$ cat src/design/thk_pkg.sv
package thk_pkg;

  localparam int PENDING_DEPTH = 8;
  localparam int PEND_CW = $clog2(PENDING_DEPTH + 1);
  localparam int PEND_AW = (PENDING_DEPTH > 1) ? $clog2(PENDING_DEPTH) : 1;

  // result action codes
  localparam logic [2:0] ACT_PASS      = 3'd0;
  localparam logic [2:0] ACT_ABSORB    = 3'd1;
  localparam logic [2:0] ACT_PRESS     = 3'd2;
  localparam logic [2:0] ACT_RELEASE   = 3'd3;
  localparam logic [2:0] ACT_LAYER_ON  = 3'd4;
  localparam logic [2:0] ACT_LAYER_OFF = 3'd5;
  localparam logic [2:0] ACT_MODS_ON   = 3'd6;
  localparam logic [2:0] ACT_MODS_OFF  = 3'd7;

  // configuration register indexes
  localparam logic [1:0] REG_HOLD_LIMIT    = 2'd0;
  localparam logic [1:0] REG_TARGET_LAYER  = 2'd1;
  localparam logic [1:0] REG_HOLD_MOD_MASK = 2'd2;
  localparam logic [1:0] REG_TAP_CODE      = 2'd3;

  typedef struct packed {
    logic        kind;
    logic        pressed;
    logic [15:0] key_code;
    logic [15:0] event_time;
  } item_t;

  typedef struct packed {
    logic [2:0]  action;
    logic [15:0] code;
    logic        last;
  } result_t;

  typedef struct packed {
    logic [15:0] hold_limit;
    logic [4:0]  target_layer;
    logic [7:0]  hold_mod_mask;
    logic [15:0] tap_code;
  } cfg_t;

  typedef struct packed {
    logic        down;
    logic [15:0] code;
  } pend_t;

  // what the back end has to do for one event
  typedef enum logic [2:0] {
    OP_PASS       = 3'd0,
    OP_ABSORB     = 3'd1,
    OP_DUAL_PRESS = 3'd2,
    OP_TAP        = 3'd3,
    OP_TAP_REPLAY = 3'd4,
    OP_REPLAY_REL = 3'd5
  } op_t;

  typedef struct packed {
    op_t                op;
    logic [15:0]        key;
    logic [PEND_CW-1:0] rcnt;
  } cmd_t;

  typedef struct packed {
    logic               rep_done;
    logic [PEND_AW-1:0] rd_addr;
  } bk2fr_t;

endpackage

$ cat src/design/thk_cmd_fifo.sv
module thk_cmd_fifo import thk_pkg::*; (
  input  logic clk,
  input  logic rst,
  input  logic wr,
  input  cmd_t wr_data,
  output logic full,
  input  logic rd,
  output cmd_t rd_data,
  output logic empty
);

  cmd_t       slots [2];
  logic       wr_ptr;
  logic       rd_ptr;
  logic [1:0] count;

  assign full    = (count == 2'd2);
  assign empty   = (count == 2'd0);
  assign rd_data = slots[rd_ptr];

  always_ff @(posedge clk) begin
    if (rst) begin
      wr_ptr <= 1'b0;
      rd_ptr <= 1'b0;
      count  <= 2'd0;
    end else begin
      if (wr) wr_ptr <= ~wr_ptr;
      if (rd) rd_ptr <= ~rd_ptr;
      if (wr && !rd) count <= count + 2'd1;
      else if (rd && !wr) count <= count - 2'd1;
    end
  end

  always_ff @(posedge clk) begin
    if (wr) slots[wr_ptr] <= wr_data;
  end

endmodule

$ cat src/design/thk_front.sv
module thk_front import thk_pkg::*; (
  input  logic   clk,
  input  logic   rst,
  input  cfg_t   cfg,
  input  item_t  item,
  input  logic   push,
  output logic   full,
  output logic   cmd_push,
  output cmd_t   cmd,
  input  logic   cmd_full,
  input  bk2fr_t bk,
  output pend_t  rd_data,
  output logic   repl_busy
);

  pend_t              mem [PENDING_DEPTH];
  logic [15:0]        hold_start_time;
  logic               hold_active;
  logic               was_interrupted;
  logic [PEND_CW-1:0] pending_count;
  logic               has_release;

  logic        accept;
  logic [15:0] elapsed;
  logic        clear_buf;
  logic        buffer_it;

  // a replay reads the buffer, so no new event until it is out
  assign full     = cmd_full || repl_busy;
  assign accept   = push && !full;
  assign cmd_push = accept;
  assign elapsed  = item.event_time - hold_start_time;

  always_comb begin
    cmd.key   = item.key_code;
    cmd.op    = OP_PASS;
    cmd.rcnt  = '0;
    clear_buf = 1'b0;
    buffer_it = 1'b0;
    if (!item.kind) begin
      if (!hold_active) begin
        cmd.op = OP_PASS;
      end else if (elapsed > cfg.hold_limit) begin
        cmd.op    = OP_PASS;
        cmd.rcnt  = pending_count;
        clear_buf = 1'b1;
      end else begin
        cmd.op    = OP_ABSORB;
        buffer_it = (pending_count < PEND_CW'(PENDING_DEPTH));
      end
    end else if (item.pressed) begin
      cmd.op = OP_DUAL_PRESS;
    end else if (elapsed < cfg.hold_limit) begin
      if (!was_interrupted) begin
        cmd.op = OP_TAP;
      end else if (has_release) begin
        cmd.op    = OP_REPLAY_REL;
        cmd.rcnt  = pending_count;
        clear_buf = 1'b1;
      end else begin
        cmd.op    = OP_TAP_REPLAY;
        cmd.rcnt  = pending_count;
        clear_buf = 1'b1;
      end
    end else begin
      cmd.op    = OP_REPLAY_REL;
      cmd.rcnt  = pending_count;
      clear_buf = 1'b1;
    end
  end

  always_ff @(posedge clk) begin
    if (rst) begin
      hold_start_time <= '0;
      hold_active     <= 1'b0;
      was_interrupted <= 1'b0;
      pending_count   <= '0;
      has_release     <= 1'b0;
      repl_busy       <= 1'b0;
    end else begin
      if (bk.rep_done) repl_busy <= 1'b0;
      if (accept) begin
        if (cmd.rcnt != '0) repl_busy <= 1'b1;
        if (clear_buf) begin
          pending_count <= '0;
          has_release   <= 1'b0;
        end
        if (buffer_it) begin
          pending_count <= pending_count + PEND_CW'(1);
          if (!item.pressed) has_release <= 1'b1;
        end
        if (!item.kind) begin
          if (hold_active && !(elapsed > cfg.hold_limit)) was_interrupted <= 1'b1;
        end else if (item.pressed) begin
          hold_start_time <= item.event_time;
          hold_active     <= 1'b1;
          was_interrupted <= 1'b0;
        end else begin
          hold_active <= 1'b0;
        end
      end
    end
  end

  // rd_addr is the entry the back end wants in the next cycle
  always_ff @(posedge clk) begin
    if (accept && buffer_it) begin
      mem[pending_count[PEND_AW-1:0]] <= '{down: item.pressed, code: item.key_code};
    end
    rd_data <= mem[bk.rd_addr];
  end

endmodule

$ cat src/design/thk_back.sv
module thk_back import thk_pkg::*; (
  input  logic    clk,
  input  logic    rst,
  input  cfg_t    cfg,
  input  cmd_t    cmd,
  input  logic    cmd_empty,
  output logic    cmd_pop,
  output bk2fr_t  bk,
  input  pend_t   rd_data,
  output result_t result,
  output logic    empty,
  input  logic    pop
);

  typedef enum logic [10:0] {
    S_IDLE      = 11'b00000000001,
    S_REP_PRE   = 11'b00000000010,
    S_PASS      = 11'b00000000100,
    S_ABSORB    = 11'b00000001000,
    S_LAYER_ON  = 11'b00000010000,
    S_MODS_ON   = 11'b00000100000,
    S_MODS_OFF  = 11'b00001000000,
    S_LAYER_OFF = 11'b00010000000,
    S_TAP_PRESS = 11'b00100000000,
    S_TAP_REL   = 11'b01000000000,
    S_REP_POST  = 11'b10000000000
  } state_t;

  state_t             state;
  state_t             state_next;
  state_t             first_state;
  cmd_t               cur;
  logic [PEND_CW-1:0] ridx;
  logic [PEND_CW-1:0] ridx_next;
  logic               rep_last;
  logic               out_valid;
  result_t            out_data;
  logic               slot_free;
  logic               emit;
  result_t            res;

  assign slot_free = !out_valid || pop;
  assign emit      = (state != S_IDLE) && slot_free;
  assign cmd_pop   = (state == S_IDLE) && !cmd_empty;
  assign rep_last  = (ridx == cur.rcnt - PEND_CW'(1));
  assign bk.rd_addr  = ridx_next[PEND_AW-1:0];
  assign bk.rep_done = emit && rep_last && ((state == S_REP_PRE) || (state == S_REP_POST));
  assign result = out_data;
  assign empty  = !out_valid;

  always_comb begin
    ridx_next = ridx;
    if (state == S_IDLE) begin
      ridx_next = '0;
    end else if (emit && ((state == S_REP_PRE) || (state == S_REP_POST))) begin
      ridx_next = rep_last ? '0 : ridx + PEND_CW'(1);
    end
  end

  always_comb begin
    case (cmd.op)
      OP_PASS:       first_state = (cmd.rcnt != '0) ? S_REP_PRE : S_PASS;
      OP_ABSORB:     first_state = S_ABSORB;
      OP_DUAL_PRESS: first_state = S_LAYER_ON;
      OP_REPLAY_REL: first_state = (cmd.rcnt != '0) ? S_REP_PRE : S_MODS_OFF;
      default:       first_state = S_MODS_OFF;
    endcase
  end

  always_comb begin
    res.action = ACT_PASS;
    res.code   = cur.key;
    res.last   = 1'b0;
    state_next = state;
    case (state)
      S_IDLE: begin
        if (!cmd_empty) state_next = first_state;
      end
      S_REP_PRE: begin
        res.action = rd_data.down ? ACT_PRESS : ACT_RELEASE;
        res.code   = rd_data.code;
        if (rep_last) state_next = (cur.op == OP_PASS) ? S_PASS : S_MODS_OFF;
      end
      S_PASS: begin
        res.action = ACT_PASS;
        res.last   = 1'b1;
        state_next = S_IDLE;
      end
      S_ABSORB: begin
        res.action = ACT_ABSORB;
        res.last   = 1'b1;
        state_next = S_IDLE;
      end
      S_LAYER_ON: begin
        res.action = ACT_LAYER_ON;
        res.code   = {11'd0, cfg.target_layer};
        state_next = S_MODS_ON;
      end
      S_MODS_ON: begin
        res.action = ACT_MODS_ON;
        res.code   = {8'd0, cfg.hold_mod_mask};
        res.last   = 1'b1;
        state_next = S_IDLE;
      end
      S_MODS_OFF: begin
        res.action = ACT_MODS_OFF;
        res.code   = {8'd0, cfg.hold_mod_mask};
        state_next = S_LAYER_OFF;
      end
      S_LAYER_OFF: begin
        res.action = ACT_LAYER_OFF;
        res.code   = {11'd0, cfg.target_layer};
        if (cur.op == OP_REPLAY_REL) begin
          res.last   = 1'b1;
          state_next = S_IDLE;
        end else begin
          state_next = S_TAP_PRESS;
        end
      end
      S_TAP_PRESS: begin
        res.action = ACT_PRESS;
        res.code   = cfg.tap_code;
        state_next = S_TAP_REL;
      end
      S_TAP_REL: begin
        res.action = ACT_RELEASE;
        res.code   = cfg.tap_code;
        if ((cur.op == OP_TAP_REPLAY) && (cur.rcnt != '0)) begin
          state_next = S_REP_POST;
        end else begin
          res.last   = 1'b1;
          state_next = S_IDLE;
        end
      end
      S_REP_POST: begin
        res.action = rd_data.down ? ACT_PRESS : ACT_RELEASE;
        res.code   = rd_data.code;
        if (rep_last) begin
          res.last   = 1'b1;
          state_next = S_IDLE;
        end
      end
      default: begin
        state_next = S_IDLE;
      end
    endcase
  end

  always_ff @(posedge clk) begin
    if (rst) begin
      state     <= S_IDLE;
      ridx      <= '0;
      out_valid <= 1'b0;
    end else begin
      ridx <= ridx_next;
      if ((state == S_IDLE) || emit) state <= state_next;
      if (emit) out_valid <= 1'b1;
      else if (pop) out_valid <= 1'b0;
    end
  end

  always_ff @(posedge clk) begin
    if (cmd_pop) cur <= cmd;
    if (emit) out_data <= res;
  end

endmodule

$ cat src/design/tap_hold_key_resolver.sv
// Tap/hold resolver for one dual-role key. Events are pushed while full is low
// and results come out oldest first while empty is low. The front end takes one
// event per cycle while full is low and queues a command; the back end picks up a
// command while idle, then emits one result per cycle while its output slot is
// free. An event that replays the pending buffer holds full high until the last
// buffered entry has been emitted, since the buffer has a single owner at a time.
// No clearing pass after reset.
module tap_hold_key_resolver import thk_pkg::*; (
  input  logic        clk,
  input  logic        rst,
  input  item_t       item,
  input  logic        push,
  output logic        full,
  output result_t     result,
  output logic        empty,
  input  logic        pop,
  input  logic        wr_en,
  input  logic [1:0]  wr_index,
  input  logic [15:0] wr_data
);

  cfg_t   cfg;
  logic   cmd_push;
  cmd_t   cmd_in;
  logic   cmd_full;
  logic   cmd_pop;
  cmd_t   cmd_out;
  logic   cmd_empty;
  bk2fr_t bk;
  pend_t  rd_data;
  logic   repl_busy;

  always_ff @(posedge clk) begin
    if (rst) begin
      cfg.hold_limit    <= 16'd200;
      cfg.target_layer  <= 5'd1;
      cfg.hold_mod_mask <= 8'd1;
      cfg.tap_code      <= 16'd4;
    end else if (wr_en) begin
      case (wr_index)
        REG_HOLD_LIMIT:    cfg.hold_limit    <= wr_data;
        REG_TARGET_LAYER:  cfg.target_layer  <= wr_data[4:0];
        REG_HOLD_MOD_MASK: cfg.hold_mod_mask <= wr_data[7:0];
        REG_TAP_CODE:      cfg.tap_code      <= wr_data;
        default: ;
      endcase
    end
  end

  thk_front u_front (
    .clk       (clk),
    .rst       (rst),
    .cfg       (cfg),
    .item      (item),
    .push      (push),
    .full      (full),
    .cmd_push  (cmd_push),
    .cmd       (cmd_in),
    .cmd_full  (cmd_full),
    .bk        (bk),
    .rd_data   (rd_data),
    .repl_busy (repl_busy)
  );

  thk_cmd_fifo u_cmd_fifo (
    .clk     (clk),
    .rst     (rst),
    .wr      (cmd_push),
    .wr_data (cmd_in),
    .full    (cmd_full),
    .rd      (cmd_pop),
    .rd_data (cmd_out),
    .empty   (cmd_empty)
  );

  thk_back u_back (
    .clk       (clk),
    .rst       (rst),
    .cfg       (cfg),
    .cmd       (cmd_out),
    .cmd_empty (cmd_empty),
    .cmd_pop   (cmd_pop),
    .bk        (bk),
    .rd_data   (rd_data),
    .result    (result),
    .empty     (empty),
    .pop       (pop)
  );

  a_no_cmd_overflow: assert property (@(posedge clk) disable iff (rst)
    !(cmd_push && cmd_full))
    else $error("command queue written while full");

  a_no_cmd_underflow: assert property (@(posedge clk) disable iff (rst)
    cmd_pop |-> !cmd_empty)
    else $error("command queue read while empty");

  a_replay_owned: assert property (@(posedge clk) disable iff (rst)
    bk.rep_done |-> repl_busy)
    else $error("replay finished with no replay outstanding");

endmodule
$ cat config.mk
export PLATFORM = sky130hd
export DESIGN_NAME = tap_hold_key_resolver
export DESIGN_NICKNAME = d
export VERILOG_FILES = /design/src/design/thk_pkg.sv /design/src/design/thk_cmd_fifo.sv /design/src/design/thk_front.sv /design/src/design/thk_back.sv /design/src/design/tap_hold_key_resolver.sv
export SDC_FILE = /design/constraint.sdc
export NUM_CORES = 1
export LEC_CHECK = 0
export BUFFER_PORTS_ARGS = -buffer_cell sky130_fd_sc_hd__buf_2
export CAP_MARGIN = 10
export CORE_MARGIN = 1.5
export CORE_UTILIZATION = 61
export DETAILED_ROUTE_END_ITERATION = 10
export PLACE_DENSITY = 0.84
export SYNTH_ARGS = -nofsm -noshare
export SYNTH_HDL_FRONTEND = slang
export SYNTH_SLANG_ARGS = --single-unit
$ cat constraint.sdc
create_clock -name clk -period 7.2 [get_ports clk]
set_input_delay 0.36 -clock clk [delete_from_list [all_inputs] [get_ports clk]]
set_output_delay 0.36 -clock clk [all_outputs]
set_load 0.03 [all_outputs]
# --- After elaboration in Yosys (flattened, before gate mapping) ---
# Memory sizes are Yosys's and may differ from the RTL's. A register that Yosys moved wholly into a read port is not among the register bits.
# Cells that the tools add are included.
# Widths: inputs -> output; s select.
word_totals:
  ff_bits: 132
  ram_bits: 182
  in_bits: 57
  out_inout_bits: 22
  elab_cells: 173
  mem_count: 2
op_classes:
  addsub: 6
  n_lt_le_gt_ge: 3
  eq_ne: 26
  n_mux: 64
  bitwise_logic: 2
  n_reduce_logical: 47
mem_list:
  columns: ["memory", "words", "word_bits", "rd", "rd_ports_with_merged_regs", "write_ports", "line_no", "text"]
  rows:
  - ["u_front.mem", 8, 17, 1, 1, 1, "thk_front.sv:16", "pend_t mem [PENDING_DEPTH];"]
  - ["u_cmd_fifo.slots", 2, 23, 1, 1, 1, "thk_cmd_fifo.sv:12", "cmd_t slots [2];"]
ops:
  columns: ["cell", "count"]
  rows:
  - ["$pmux 11 s8", 1]
  - ["$pmux 16 s4", 1]
  - ["$mux 11", 4]
  - ["$pmux 11 s4", 1]
  - ["$mux 4", 9]
  - ["$mux 1", 33]
  - ["$mux 3", 8]
  - ["$pmux 3 s8", 1]
  - ["$gt 16x16->1", 1]
  - ["$lt 16x16->1", 1]
  - ["$sub 16x16->16", 1]
  - ["$mux 7", 2]
  - ["$reduce_and 2->1", 6]
  - ["$reduce_bool 4->1", 3]
  - ["$eq 11x1->1 const B", 1]
  - ["$eq 11x10->1 const B", 1]
  - ["$eq 11x11->1 const B", 1]
  - ["$eq 11x2->1 const B", 1]
  - ["$eq 11x3->1 const B", 1]
  - ["$eq 11x4->1 const B", 1]
  - ["$eq 11x5->1 const B", 1]
  - ["$eq 11x6->1 const B", 1]
  - ["$eq 11x7->1 const B", 1]
  - ["$eq 11x8->1 const B", 1]
  - ["other kinds (29)", 66]

# --- Logic depth before layout (Yosys ltp) ---
depth:
  depth_word: 8
  depth_mapped: 18
  ltp_nobuf: 18

# --- Modules after synthesis ---
# A second synthesis with hierarchy kept.
hier_totals:
  hier_cells: 1092
  hier_area_um2: 14659.1
modules_own_cells:
  columns: ["mod", "instances", "cells_each", "area_each_um2", "seq_area_each_um2"]
  rows:
  - ["thk_front", 1, 540, 7805.0, 4904.7]
  - ["thk_back", 1, 285, 3149.3, 1611.5]
  - ["thk_cmd_fifo", 1, 93, 1863.0, 1481.4]
  - ["tap_hold_key_resolver", 1, 174, 1841.8, 900.9]

# --- Least setup slack after synthesis ---
# No wires, ideal clock.
synth_timing:
  path_kind: "input -> register"
  from: "input item[0] in the netlist's numbering"
  to: "memory u_front.mem[0][0] in the netlist's numbering (enable)"
  setup_time_ns: 0.412
  t_arrival_ns: 4.784
  t_required_ns: 6.788
  path_slack_ns: 2.003
  cell_stages: 17
  path_buffers: 0
  path_cell_list: "inv_1 ha_1 fa_1 nor2b_1 o21ai_0 a21boi_0 o41ai_1 o31ai_1 o41ai_1 xnor2_1 ha_1 a21o_1 a21oi_1 o41ai_1 o31ai_1 nand4_1 nor3_1"
synth_via:
  elab_chain_len: 8
synth_lines:
  columns: ["item", "line_no", "text"]
  rows:
  - ["start, declared", "tap_hold_key_resolver.sv:11", "input item_t item,"]
  - ["$sub 16x16->16", "thk_front.sv:32", "assign elapsed = item.event_time - hold_start_time;"]
  - ["$gt 16x16->1", "thk_front.sv:43", "end else if (elapsed > cfg.hold_limit) begin"]
  - ["$mux 1", "thk_front.sv:43", null]
  - ["$mux 1", "thk_front.sv:41", "if (!hold_active) begin"]
  - ["$mux 1", "thk_front.sv:40", "if (!item.kind) begin"]
  - ["$logic_and 1x1->1", "thk_front.sv:107", "if (accept && buffer_it) begin"]
  - ["$mux 1", "thk_front.sv:107", null]
  - ["$mux 1 (implied by the code)", "thk_front.sv:108", "mem[pending_count[PEND_AW-1:0]] <= '{down: item.pressed, code: item.key_code};"]
  - ["end, declared", "thk_front.sv:16", null]
# No other way between the ends.

# --- Worst setup path in the final report ---
layout_timing:
  from: "register u_front.hold_start_time[2]"
  to: "memory u_front.mem[0][4] in the netlist's numbering (enable)"
layout_via:
  elab_chain_len: 8
layout_lines:
  columns: ["item", "line_no", "text"]
  rows:
  - ["start, declared", "thk_front.sv:17", "logic [15:0] hold_start_time;"]
  - ["start signal, assigned", "thk_front.sv:95", "hold_start_time <= item.event_time;"]
  - ["$sub 16x16->16", "thk_front.sv:32", null]
  - ["$gt 16x16->1", "thk_front.sv:43", null]
  - ["$mux 1", "thk_front.sv:43", null]
  - ["$mux 1", "thk_front.sv:41", null]
  - ["$mux 1", "thk_front.sv:40", null]
  - ["$logic_and 1x1->1", "thk_front.sv:107", null]
  - ["$mux 1", "thk_front.sv:107", null]
  - ["$mux 1 (implied by the code)", "thk_front.sv:108", null]
# No other way between the ends.

==> impl_metrics.toml <==
[clock_network]
cts_htree_levels = 2
cts.sinks = 332
numCtsBuffers = 34
cts_buffer_depth = 3
post_cts_resize_count = 0
cts_tree = "built"
post_cts_buffers = 0
postCtsHoldBufs = 0
cts.clk_slew.worst_paths_ns = 0.06
cts_root_buffer = "clkbuf_16"
worstSkewPairLatency_ns = 0.52

[routing]
drtIter0Drc = 1094
drt_wl_total_um = 31800
antenna_violating_nets_post_route = 0
drc = 0
avgViaCountPerCell = 6.04
vias = 9519
wire_per_inst_um = 20.2
dr.pass1.iters = 7

[synthesis]
synth_fa_ha_area_share_pct = 3.30
yosysSeqAreaShare_pct = 62.4
synth-compound-area-share_pct = 10.0
netlist_instances = 1160
async_reset_ff_share_pct = 0
yosys_warnings = 0
synth_nets = 1254
synth.largest_area_cell = "edfxtp_1"
synth.area.mux_share_pct = 7.81
synth_edf_count = 225
synth-seq-cells = 332
ys_types = 73
avgSynthCellArea_um2 = 12.3
synth_simple_gate_area_share_pct = 11.3
synth_top_family_by_area = "simple AND/OR/NAND/NOR gates"
netlist_area_mm2 = 0.0143
synth_top_area_share_pct = 47.4
synth-main-ff-cell = "edfxtp_1"
netlist_top_cells_area = "edfxtp_1 47%, dfxtp_1 15%, nand2_1 3.6%, ha_1 3.2%, mux2i_1 2.9%"
synth-xor-area-share_pct = 1.75

[floorplanning]
start_util_pct = 62.6
die_x_um = 156
die_area_mm2 = 0.0243
io_pins = 79
die_y_um = 156
core_mm2 = 0.0228
rows = 55

[global_route]
grt_pass1_vias = 9349
grt_antenna_before_repair = 0
gr-total-overflow = 0
grt_pass1_wl_um = 49200
grt_max_degree = 95
grt_usage_pct = 26.3

[layout]
stdcell_area_mm2 = 0.0160
drive_above_1_share_pct = 15.8
antenna_cells = 0
fin_nets = 1333
area_delta_synth_final_pct = 12.4
final_cells = 1576

[hold_path]
holdPathStages = 3
hold_path_class = "in2reg"

[timing]
rsz0062_at_grt = "false"
skew_ns = 0.0196
hold_ws_ns = 0.108
hold_viol = 0
setup_viol = 0
slew_headroom_pct = 22.5
fin_setup_tns_ns = 0
max_clock_freq_mhz = 205
timing.final.crit_share_pct = 67.9
fin_crit_ns = 4.89
slew_violations = 0
worstMarginPinSlew_ns = 1.16

[setup_path]
cp.required_ns = 7.34
worstPathMaxFanout = 17
r2r_cells = 17
end_kind = "flop"
crit_arrival_ns = 5.03
startpoint_type = "flop"
path_class = "reg2reg"
rrSetupSlack_ns = 2.31

[run]
maxCapViolCount = 0

[place]
hpwl_um = 20800
place_congestion = 0.870
placed_area_mm2 = 0.0150
dp_cells = 1516
port_buffers = 78

[pwr]
vdd_drop_max_mv = 0.251
powerDensity_mw_per_mm2 = 329
power_leakage_nw = 5.80

[run_status]
outcome = "finished clean"
-- layout by cell type (no fill, tap or decap), types with 6 or more instances in the layout --
| cell | synthesis | routed |
|---|---|---|
| a21o_1 | 8 | 8 |
| a21oi_1 | 82 | 82 |
| a222oi_1 | 16 | 16 |
| a22o_1 | 17 | 17 |
| and3_1 | 7 | 7 |
| buf_2 | 11 | 78 |
| buf_4 | 1 | 18 |
| clkbuf_1 | 31 | 12 |
| clkbuf_16 | 0 | 37 |
| dfxtp_1 | 107 | 107 |
| edfxtp_1 | 225 | 225 |
| ha_1 | 36 | 36 |
| inv_1 | 59 | 59 |
| mux2_1 | 16 | 16 |
| mux2_2 | 23 | 23 |
| mux2_4 | 17 | 17 |
| mux2i_1 | 42 | 42 |
| nand2_1 | 137 | 137 |
| nand2b_1 | 14 | 14 |
| nand3_1 | 12 | 12 |
| nand3b_1 | 7 | 7 |
| nand4_1 | 7 | 7 |
| nor2_1 | 85 | 83 |
| nor2b_1 | 10 | 10 |
| nor3_1 | 16 | 14 |
| nor4_1 | 6 | 6 |
| o21a_1 | 6 | 6 |
| o21ai_0 | 20 | 20 |
| o22ai_1 | 22 | 22 |
| or3_1 | 7 | 7 |
| or4_1 | 6 | 6 |
| xnor2_1 | 12 | 12 |
| xor2_1 | 14 | 14 |
-- critical path: stages (launching register included) --
cell and delay [ns]:
dfxtp_1 0.33, inv_1 0.05, ha_1 0.32, nor2b_1 0.15
o21ai_0 0.21, a21boi_0 0.18, o41ai_1 0.49, o31ai_1 0.17
o41ai_1 0.34, xnor2_1 0.12, ha_1 0.30, nand3_1 0.11
nor4_1 0.34, nand4_1 0.13, o31ai_1 0.08, buf_4 0.19
nand4_1 0.29, nor3_4 0.72
-- registers in the layout (all words and copies together), names as in the netlist, named ones only --
signal / count
cfg: 45
u_back.cur: 23
u_back.out_valid: 1
u_back.result: 20
u_back.ridx: 4
u_back.state: 11
u_cmd_fifo.count: 2
u_cmd_fifo.rd_ptr: 1
u_cmd_fifo.slots: 46
u_cmd_fifo.wr_ptr: 1
u_front.has_release: 1
u_front.hold_active: 1
u_front.hold_start_time: 16
u_front.mem: 136
u_front.pending_count: 4
u_front.rd_data: 17
u_front.repl_busy: 1
u_front.was_interrupted: 1
-- synth_stat cells, types with 17 or more instances --
library cell / instances
o21ai_0: 20
dfxtp_1: 107
edfxtp_1: 225
nor2_1: 85
ha_1: 36
a21oi_1: 82
nand2_1: 137
o22ai_1: 22
mux2_4: 17
clkbuf_1: 31
inv_1: 59
mux2i_1: 42
mux2_2: 23
a22o_1: 17
-- power breakdown --
part	leakage, nW	switching (mW)	internal (mW)	total (mW)
Clock	0.515	0.713	0.981	1.69
Sequential	2.94	0.103	2.33	2.43
Combinational	2.35	0.774	0.377	1.15
Total	5.80	1.59	3.68	5.27
-- metal layers --
| metal | global-route usage, % | vias up | wire (um) |
|---|---|---|---|
| met5 | 0 | - | 0 |
| met4 | 10.5 | 0 | 1110 |
| met3 | 4.56 | 87 | 2130 |
| met1 | 34.9 | 4612 | 13300 |
| met2 | 43.3 | 396 | 15200 |
| li1 | - | 4424 | - |
-- path summary, 6_finish.rpt --
path                                      startpoint                                       end
max          u_front.hold_start_time[2]$_SDFFE_PP0P_               u_front.mem[0][4]$_DFFE_PP_
min                                         item[13]  u_front.hold_start_time[13]$_SDFFE_PP0P_
max reg2reg  u_front.hold_start_time[2]$_SDFFE_PP0P_               u_front.mem[0][4]$_DFFE_PP_
min reg2reg                     cfg[30]$_SDFFE_PP0P_                      cfg[30]$_SDFFE_PP0P_
-- cell families (layout without fill, tap and decap cells) --
logic type	count (synthesis)	in the layout
xor gates and xnor gates	27	27
DFF	332	332
AOI/OAI and AO/OA	214	214
and+or+nand+nor	340	340
buffers and inverters	112	215
muxes	98	98
adders and majority gates	37	37
-- stage by stage --
stage / utilization, % / worst slack (ns) / total power [mW]
2_1_floorplan: - / 2.00 / 3.23
3_3_place_gp: 65.6 / 1.98 / 3.56
3_5_place_dp: 65.6 / 1.84 / 3.59
4_1_cts: 70.4 / 1.94 / 5.28
5_1_grt: 70.4 / 1.77 / 5.47
6_report: 70.4 / 2.31 / 5.27
-- area by class of cell --
cell class | instances | area (um2)
clock buffers | 49 | 971
clock inverters | 11 | 104
fillers | 1528 | 6750
inverters | 59 | 221
multi-input cells | 716 | 4920
flip-flops and latches | 332 | 8900
well taps | 313 | 392
repair buffers | 96 | 526
No activity file was read; power rests on OpenSTA's default activity.
